`src/rtl/lzwcd_ram.sv`:
```
module lzwcd_ram #(
  parameter int WIDTH = 8,
  parameter int DEPTH = 64
) (
  input  logic                     clk,
  input  logic                     we,
  input  logic [$clog2(DEPTH)-1:0] waddr,
  input  logic [WIDTH-1:0]         wdata,
  input  logic [$clog2(DEPTH)-1:0] raddr,
  output logic [WIDTH-1:0]         rdata
);

  logic [WIDTH-1:0] mem [DEPTH];

  always_ff @(posedge clk) begin
    if (we) begin
      mem[waddr] <= wdata;
    end
    rdata <= mem[raddr];
  end

endmodule

```
`config.mk`:
```
export PLATFORM = sky130hd
export DESIGN_NAME = lzwcd_ram
export DESIGN_NICKNAME = d
export VERILOG_FILES = /design/src/rtl/lzwcd_ram.sv
export SDC_FILE = /design/constraint.sdc
export NUM_CORES = 1
export LEC_CHECK = 0
export BUFFER_PORTS_ARGS = -buffer_cell sky130_fd_sc_hd__buf_2
export CORE_MARGIN = 2
export CORE_UTILIZATION = 40
export DETAILED_ROUTE_END_ITERATION = 10
export PLACE_DENSITY_LB_ADDON = 0.25
export SYNTH_ARGS = -nofsm -noshare
export SYNTH_HDL_FRONTEND = slang
export SYNTH_SLANG_ARGS = --single-unit
```
`constraint.sdc`:
```
create_clock -name clk -period 3.3 [get_ports clk]
set_input_delay 0.66 -clock clk [delete_from_list [all_inputs] [get_ports clk]]
set_output_delay 0.66 -clock clk [all_outputs]
set_load 0.005 [all_outputs]
```
==> metrics, run 1 <==
Reg clk slew, reported paths=0.06 ns; hold path depth=3; critical path's slowest cell=mux4_2; reg2reg start=mem[29][4]; Seq/Total Area, Yosys=just under 80%; RSZ-0062 raised after global routing=no; R2R setup slack=~1.3 ns; critical path's top delay family=multiplexers; CTS resizes=0; Max Root-Sink Buffers=3; final design utilization=approximately 47%; critical path peak fanout=26; top area cells in the synthesized netlist=edfxtp_1, mux4_2, nor2_1; Die Ht=229 µm; syn nets=roughly 960; multi-input logic area=roughly 4300 µm²; Synth cell types=40; top cell type's share of synthesized area=about three quarters; Worst Path Buf+Inv=2; top-count cell post-synth=edfxtp_1; FILL cells=between 4k and 5k; 1st-pass router iterations=5; TritonCTS Sinks=520; Post-Syn Area=roughly 20000 µm²; port bufs=29; Post-synth top cells=edfxtp_1, mux4_2, nor2_1; f_max=between 400 and 500 MHz; share of cells above drive strength 1=between 30% and 40%; Tmin final=around 2.3 ns; initial antenna violation count=2; post-synth top area cell=edfxtp_1; area delta synth->final=16.4%; RR Endpoint=rdata[4]; P_leak=about 7.5 nW; FF+latch area=about 16000 µm²; dpl hpwl=29.9 mm; first-pass GRT wire length=between 60 and 70 mm; Num CTS Buffers=between 50 and 60; GRT Total Usage=18.2%; #FFs+latches synth=520; R2R depth=5; CP required=approximately 3.8 ns; Setup violations, final=0; drc violations=0; 1st-iter DRT viols=between 700 and 800; Power Dens Cells=approximately 600 nW/µm²; Die ar.=52200 µm²; Critical Path Most Common Cell=mux4_2; Final WS setup=around 0.98 ns; relative slew slack=a little under a quarter; Crit Path Class=input pin to register; Worst Max-Slew Pin Slew=about 1.1 ns; Mapped Cells=940; H-tree depth=2; Final ANT Viol Nets=0; WL per Instance=25.8 µm; vias in the first global route=~10k; EDFF count, synth=about 510; status=complete, no violations; Clk Latency, worst-skew pair=roughly 0.59 ns; clock skew=about 0.022 ns; Max Cap Viol=0; IO Pins=30; GRT overflow=0; critical-path cell list=clkbuf_8, buf_12, mux4_2, mux4_2, nor2_1, nor3_1, o2bb2ai_1; setup_tns=0 ns; final hold violation count=0; vias per inst=~5.5; kind of end point of the critical path=register; final net count=between 1k and 1.5k; Rows=between 80 and 90; Slew Limit Fails=0; initial core utilization=just over 40%; Period Utilization, post-route=between 70% and 80%; Syn Area/Cell=21.5 µm²; critical path's largest stage delay=between 0.5 and 0.6 ns; FFs w/ async S/R, synth=0%; Hold Path End=rdata[0]; Setup crit start kind=input pin; HP Class=input pin to register; Core Box Area=50000 µm²; Max VDD drop=around 0.39 mV; Vias=around 9.8k; ys flop type=edfxtp_1; Post-CTS Setup Repair Bufs=0; pre-CTS setup slack=~0.37 ns; drt total wl=46.3 mm; largest net degree at the start of global routing=65; CTS Root Cell=clkbuf_16; total power=between 10 and 15 mW; Die W=around 230 µm; Hold Crit Start=raddr[5]; CTS tree=built; YS warnings=0; arrival time of the worst setup path=approximately 2.8 ns; cts hold-fix bufs=0; Final Wtd Congestion=0.758
## state kept, by name, summed over array words and instances (netlist names)
name / flops
rdata: 8
mem: 512
## tightest hold or removal path: stages
cell,delay [ns]
buf_2,0.22
nand2_1,0.12
o2bb2ai_1,0.06
## worst max path at each step
stage	startpoint	end	slack (ns)	depth (start not counted)
after floorplan	raddr[1]	rdata[3]	0.97	7
after global placement	raddr[0]	rdata[0]	0.37	7
after detailed placement	raddr[0]	rdata[0]	0.37	7
after CTS	raddr[0]	rdata[0]	1.01	7
after global routing	raddr[0]	rdata[3]	0.81	7
final	raddr[0]	rdata[0]	0.98	7
## routing by layer
layer | vias up | global-route usage [%] | share of wire [%]
met1 | 5239 | 25.2 | 43
li1 | 4206 | - | -
met2 | 271 | 29.6 | 49
met4 | 2 | 5.27 | 2.5
met5 | - | 0 | 0.028
met3 | 73 | 3.47 | 5.6
## cell usage in the layout, fill, tap and decap left out, types with 2 or more instances in the layout
master	instances
a2111oi_0	2
a211oi_1	4
a21oi_1	3
a221oi_1	6
a22oi_1	3
buf_12	9
buf_2	26
buf_4	103
bufinv_16	5
clkbuf_1	13
clkbuf_16	53
clkbuf_8	6
clkinv_1	6
clkinv_2	10
dfxtp_1	8
edfxtp_1	512
mux2_2	13
mux2i_1	23
mux4_2	126
nand2_1	19
nand2b_1	7
nand3_1	13
nand3b_1	3
nand4_1	2
nor2_1	83
nor2b_1	14
nor3_1	7
nor4_1	2
o2111ai_1	3
o21a_1	2
o21ai_0	2
o21ai_1	2
o221a_2	2
o221ai_1	8
o22ai_1	8
o2bb2ai_1	3
o32ai_1	2
o41ai_1	2
## layout make-up
cell class,instances,area share [%]
Sequential cell,520,66.2
Clock inverter,22,0.981
Clock buffer,71,6.15
Timing Repair Buffer,139,4.68
Tap cell,672,3.58
Multi-Input combinational cell,369,18.4
Antenna cell,1,0.0107
## kinds of logic after synthesis
| kind of cell | synth area share [%] |
|---|---|
| AO/OA/AOI/OAI | 2.07 |
| buffers and inverters | 1.57 |
| flip-flops | 77.0 |
| multiplexers | 15.9 |
| AND/OR/NAND/NOR | 3.39 |
## where the power goes
group	switching, mW	internal (mW)	total [mW]
Combinational	0.421	0.282	0.703
Clock	2.39	3.43	5.82
Sequential	0.0231	7.31	7.33
Total	2.84	11.0	13.9
## stage by stage
step | instance area [µm²] | hold slack [ns] | cells
floorplan | 20200 | 0.718 | 940
global placement | 21800 | 0.807 | 1700
detailed placement | 21800 | 0.825 | 1700
CTS | 23500 | 0.471 | 1793
global route | 23500 | 0.503 | 1794
finish | 23500 | 0.520 | 1794
(Power assumes the default switching activity.)
==> run 2, diff against run 1 <==
Clock period 3.3 ns to 2.1 ns, I/O delays scaled along.
==> run 2 against run 1 <==
  * Global-route usage is 0.088 points higher
  * Clock power is 71% higher
  * Utilization is 1.5 points higher
  * Highest routed layer unchanged
==> metrics, run 2 (synthesis results as in run 1) <==
status=complete, no violations; commonest non-fill, non-tap cell in the layout=edfxtp_1; fin cells=1852; post-route design area=between 20000 and 25000 µm²; total power=roughly 23 mW; dpl hpwl=30.0 mm; share of cells above drive strength 1=between 30 and 40%; kind of end point of the critical path=register; Die Ht=between 200 and 250 µm; Max Root-Sink Buffers=3; Setup violations, final=0; Period Utilization, post-route=a little over nine tenths; Rows=82; cts hold-fix bufs=0; placed cell count=between 1.5k and 2k; critical path's largest stage delay=a little over 0.5 ns; final design utilization=48.5%; max reg flops=between 500 and 600; TritonCTS Sinks=520; H-tree depth=2; Core Box Area=around 50000 µm²; Reg clk slew, reported paths=0.07 ns; vias in the first global route=about 10k; Clock Power Share=43.9%; Slew Limit Fails=0; final hold violation count=0; RSZ-0062 raised after global routing=no; GRT Total Usage=18.3%; P_sw=~4.5 mW; most frequent cells in the layout=edfxtp_1, buf_4, mux4_2, nor2_1, clkbuf_16; clock skew=around 0.015 ns; critical path's slowest cell=mux4_2; Tmin final=roughly 2.0 ns; drt total wl=46.9 mm; largest net degree at the start of global routing=65; Placed Area=about 22000 µm²; f_max=roughly 490 MHz; CTS Root Cell=clkbuf_16; R2R setup slack=approximately 0.09 ns; Post-CTS Setup Repair Bufs=0; final net count=about 1.2k; Num CTS Buffers=between 50 and 60; Final ANT Viol Nets=0; 1st-iter DRT viols=989; Vias=between 9k and 10k; area delta synth->final=20.1%; Die W=roughly 230 µm; CTS tree=built; Sw Share=20.0%; initial core utilization=between 40% and 50%; drc violations=0; GRT overflow=0; setup_tns=0 ns; CTS resizes=1; critical-path cell list=clkbuf_8, buf_12, buf_4, mux4_2, mux2_2, o221a_2, nor3_1, o32ai_1; Die ar.=around 52000 µm²; WL per Instance=~25 µm; P_leak=just under 8 nW; vias per inst=between 5 and 6; HP Class=input pin to register; arrival time of the worst setup path=2.50 ns; port bufs=29; Final Wtd Congestion=around 0.78; CP required=~2.6 ns; Int Power=18.2 mW; Largest Register=mem; biggest regs=mem: 512 flops, rdata: 8 flops; Worst Max-Slew Pin Slew=1.09 ns; Clk Latency, worst-skew pair=0.59 ns; Max VDD drop=between 0.5 and 0.6 mV; IO Pins=30; Crit Path Class=input pin to register; initial antenna violation count=2; relative slew slack=between 20 and 30%; 1st-pass router iterations=8; critical path peak fanout=9; first-pass GRT wire length=approximately 70 mm; combinational power share=under 10%; sequential share of power=between 50% and 60%; Max Cap Viol=0; Setup crit start kind=input pin; Power Dens Cells=about 940 nW/µm²
[run 2: final cells by class]
type | count | area, µm²
diodes | 1 | 2.50
clock buffers | 76 | 1530
clock inverters | 19 | 325
fillers | 4103 | 25800
multi-input cells | 369 | 4320
flip-flops and latches | 520 | 15500
well taps | 672 | 841
repair buffers | 195 | 1660
[run 2: final timing paths]
kind / from / depth (start not counted) / endpoint
setup reg to reg: mem[3][0] / 5 / rdata[0]
hold / removal: wdata[2] / 1 / mem[19][2]
hold reg to reg: mem[27][4] / 3 / rdata[4]
setup / recovery: raddr[0] / 8 / rdata[4]
[run 2: critical path: cells and delay by family]
family	cells	cell delay, ns
simple gates	1	0.31
compound gates	2	0.40
mux	2	0.80
buf+inv	3	0.55
[run 2: power by group through the flow]
| stage | Clock, mW | Combinational, mW | Sequential, mW |
|---|---|---|---|
| after global routing | 10.5 | 1.29 | 11.5 |
| after detailed placement | 0 | 1.22 | 11.7 |
| after floorplan | 0 | 0.612 | 11.7 |
| after CTS | 10.1 | 1.23 | 11.5 |
| final | 9.95 | 1.20 | 11.5 |
| after global placement | 0 | 1.21 | 11.7 |
[run 2: per-layer routing]
| layer | track usage, % | routed length (µm) |
|---|---|---|
| met1 | 25.6 | 20600 |
| met2 | 29.5 | 22700 |
| met3 | 3.21 | 2300 |
| met4 | 5.80 | 1240 |
| met5 | 0 | 14 |
[run 2: metrics by stage]
stage                     hold slack, ns  worst slack [ns]
after floorplan                    0.519            0.0123
after global placement             0.814            -0.560
after detailed placement           0.801            -0.562
after CTS                          0.195            0.0699
after global routing               0.211            0.0329
final                              0.218            0.0515
==> run 3, diff against run 2 <==
Settings changed: PLACE_DENSITY set to 0.62, PLACE_DENSITY_LB_ADDON 0.25 to not set.
==> run 3 against run 2 <==
  * Maximum frequency is 3.4% higher
  * Cell area is 1.8% lower
  * Final cell count is 0.59% lower
  * Utilization is 0.87 points lower
  * Sequential power hardly changed
  * Critical path depth is 3 lower
  * Worst hold slack better by 0.025 ns
  * Clock skew is 0.0062 ns higher
  * First-iteration DRC count is 9.0% higher
  * Global-route usage is 0.51 points lower
  * Total power is 6.2% lower
  * Non-clock buffer count is 9 lower
  * Highest routed layer unchanged
==> metrics, run 3 (synthesis results as in run 1) <==
TritonCTS Sinks=520; cts hold-fix bufs=0; IO Pins=30; f_max=about 500 MHz; WL met2=approximately 22 mm; HP Class=input pin to register; WL per Instance=around 25 µm; clock skew=0.0215 ns; RSZ-0062 raised after global routing=no; commonest non-fill, non-tap cell in the layout=edfxtp_1; Largest Register=mem; RR Endpoint=rdata[4]; Final Wtd Congestion=just under 0.8; Power Dens Cells=slightly below 900 nW/µm²; Max VDD drop=0.510 mV; Post-CTS Setup Repair Bufs=0; uppermost routed layer=met5; CP required=around 2.6 ns; Core Box Area=50000 µm²; vias in the first global route=10.4k; CTS resizes=0; P_leak=slightly below 8 nW; R2R depth=5; Setup crit start kind=register; GRT overflow=0; final design utilization=47.6%; Setup violations, final=0; DR WL met3=approximately 2.6 mm; H-tree depth=2; wl on met1=19.9 mm; Worst Max-Slew Pin Slew=1.23 ns; share of cells above drive strength 1=between 30% and 40%; Period Utilization, post-route=94.3%; biggest regs=mem: 512 flops, rdata: 8 flops; final hold violation count=0; max reg flops=around 510; Final ANT Viol Nets=0; dpl hpwl=around 30 mm; CTS tree=built; initial antenna violation count=2; drt total wl=45.6 mm; initial core utilization=between 40 and 50%; hold path depth=1; Reg clk slew, reported paths=0.06 ns; Die Ht=between 200 and 250 µm; Tmin final=slightly below 2 ns; Crit Path Class=register to register; arrival time of the worst setup path=about 2.4 ns; Rows=82; Placed Area=around 22000 µm²; Hold Path End=mem[16][0]; 1st-iter DRT viols=roughly 1.1k; R2R setup slack=~0.12 ns; port bufs=29; CTS Root Cell=clkbuf_16; critical path peak fanout=1; Clk Latency, worst-skew pair=slightly below 0.6 ns; 1st-pass router iterations=5; Die W=229 µm; Die ar.=52200 µm²; reg2reg start=mem[24][4]; multi-input logic area=~4300 µm²; vias per inst=between 5 and 6; relative slew slack=18.1%; FF+latch area=15500 µm²; largest net degree at the start of global routing=65; post-route design area=around 24000 µm²; first-pass GRT wire length=around 69 mm; Vias=approximately 10k; Max Cap Viol=0; GRT Total Usage=between 15 and 20%; FILL cells=4117; status=complete, no violations; final net count=roughly 1.2k; kind of end point of the critical path=register; Num CTS Buffers=52; area delta synth->final=17.9%; Fin Hold WS=~0.24 ns; ant diodes=0; Slew Limit Fails=0; Max Root-Sink Buffers=3; setup_tns=0 ns; drc violations=0; Hold Crit Start=wdata[0]; most frequent cells in the layout=edfxtp_1, buf_4, mux4_2, nor2_1, clkbuf_16; total power=21.3 mW
-- run 3: final cells by class --
cell class	instances	share of cell area, %
Tap cell	672	3.54
Timing Repair Buffer	186	6.47
Sequential cell	520	65.3
Clock buffer	72	5.88
Multi-Input combinational cell	369	18.1
Clock inverter	22	0.631
-- run 3: power breakdown --
part           internal (mW)  total (mW)  switching (mW)
Clock                   4.87        8.57            3.70
Sequential              11.5        11.5          0.0358
Combinational          0.507        1.18           0.673
Total                   16.9        21.3            4.41
-- run 3: metrics by stage --
stage,setup slack (ns),std cells
global placement,-0.372,1747
global route,0.0609,1841
floorplan,0.0123,940
CTS,0.116,1841
detailed placement,-0.376,1747
finish,0.119,1841
-- run 3: how the worst max path moves through the flow --
stage,from,endpoint,slack (ns)
4_1_cts,mem[21][4],rdata[4],0.12
3_5_place_dp,raddr[0],rdata[4],-0.38
5_1_grt,mem[16][6],rdata[6],0.06
2_1_floorplan,raddr[1],rdata[3],0.01
3_3_place_gp,raddr[0],rdata[0],-0.37
6_report,mem[24][4],rdata[4],0.12
-- run 3: worst max-delay path, stage by stage, from the launching register on --
cell	delay (ns)
edfxtp_1	0.39
mux4_2	0.45
mux2_2	0.28
o221a_2	0.27
nor3_1	0.31
o32ai_1	0.14
-- run 3: layer usage --
metal | GRT usage [%] | up-vias
met4 | 6.35 | 4
li1 | - | 4295
met3 | 2.94 | 78
met5 | 0 | -
met2 | 28.5 | 297
met1 | 24.9 | 5316
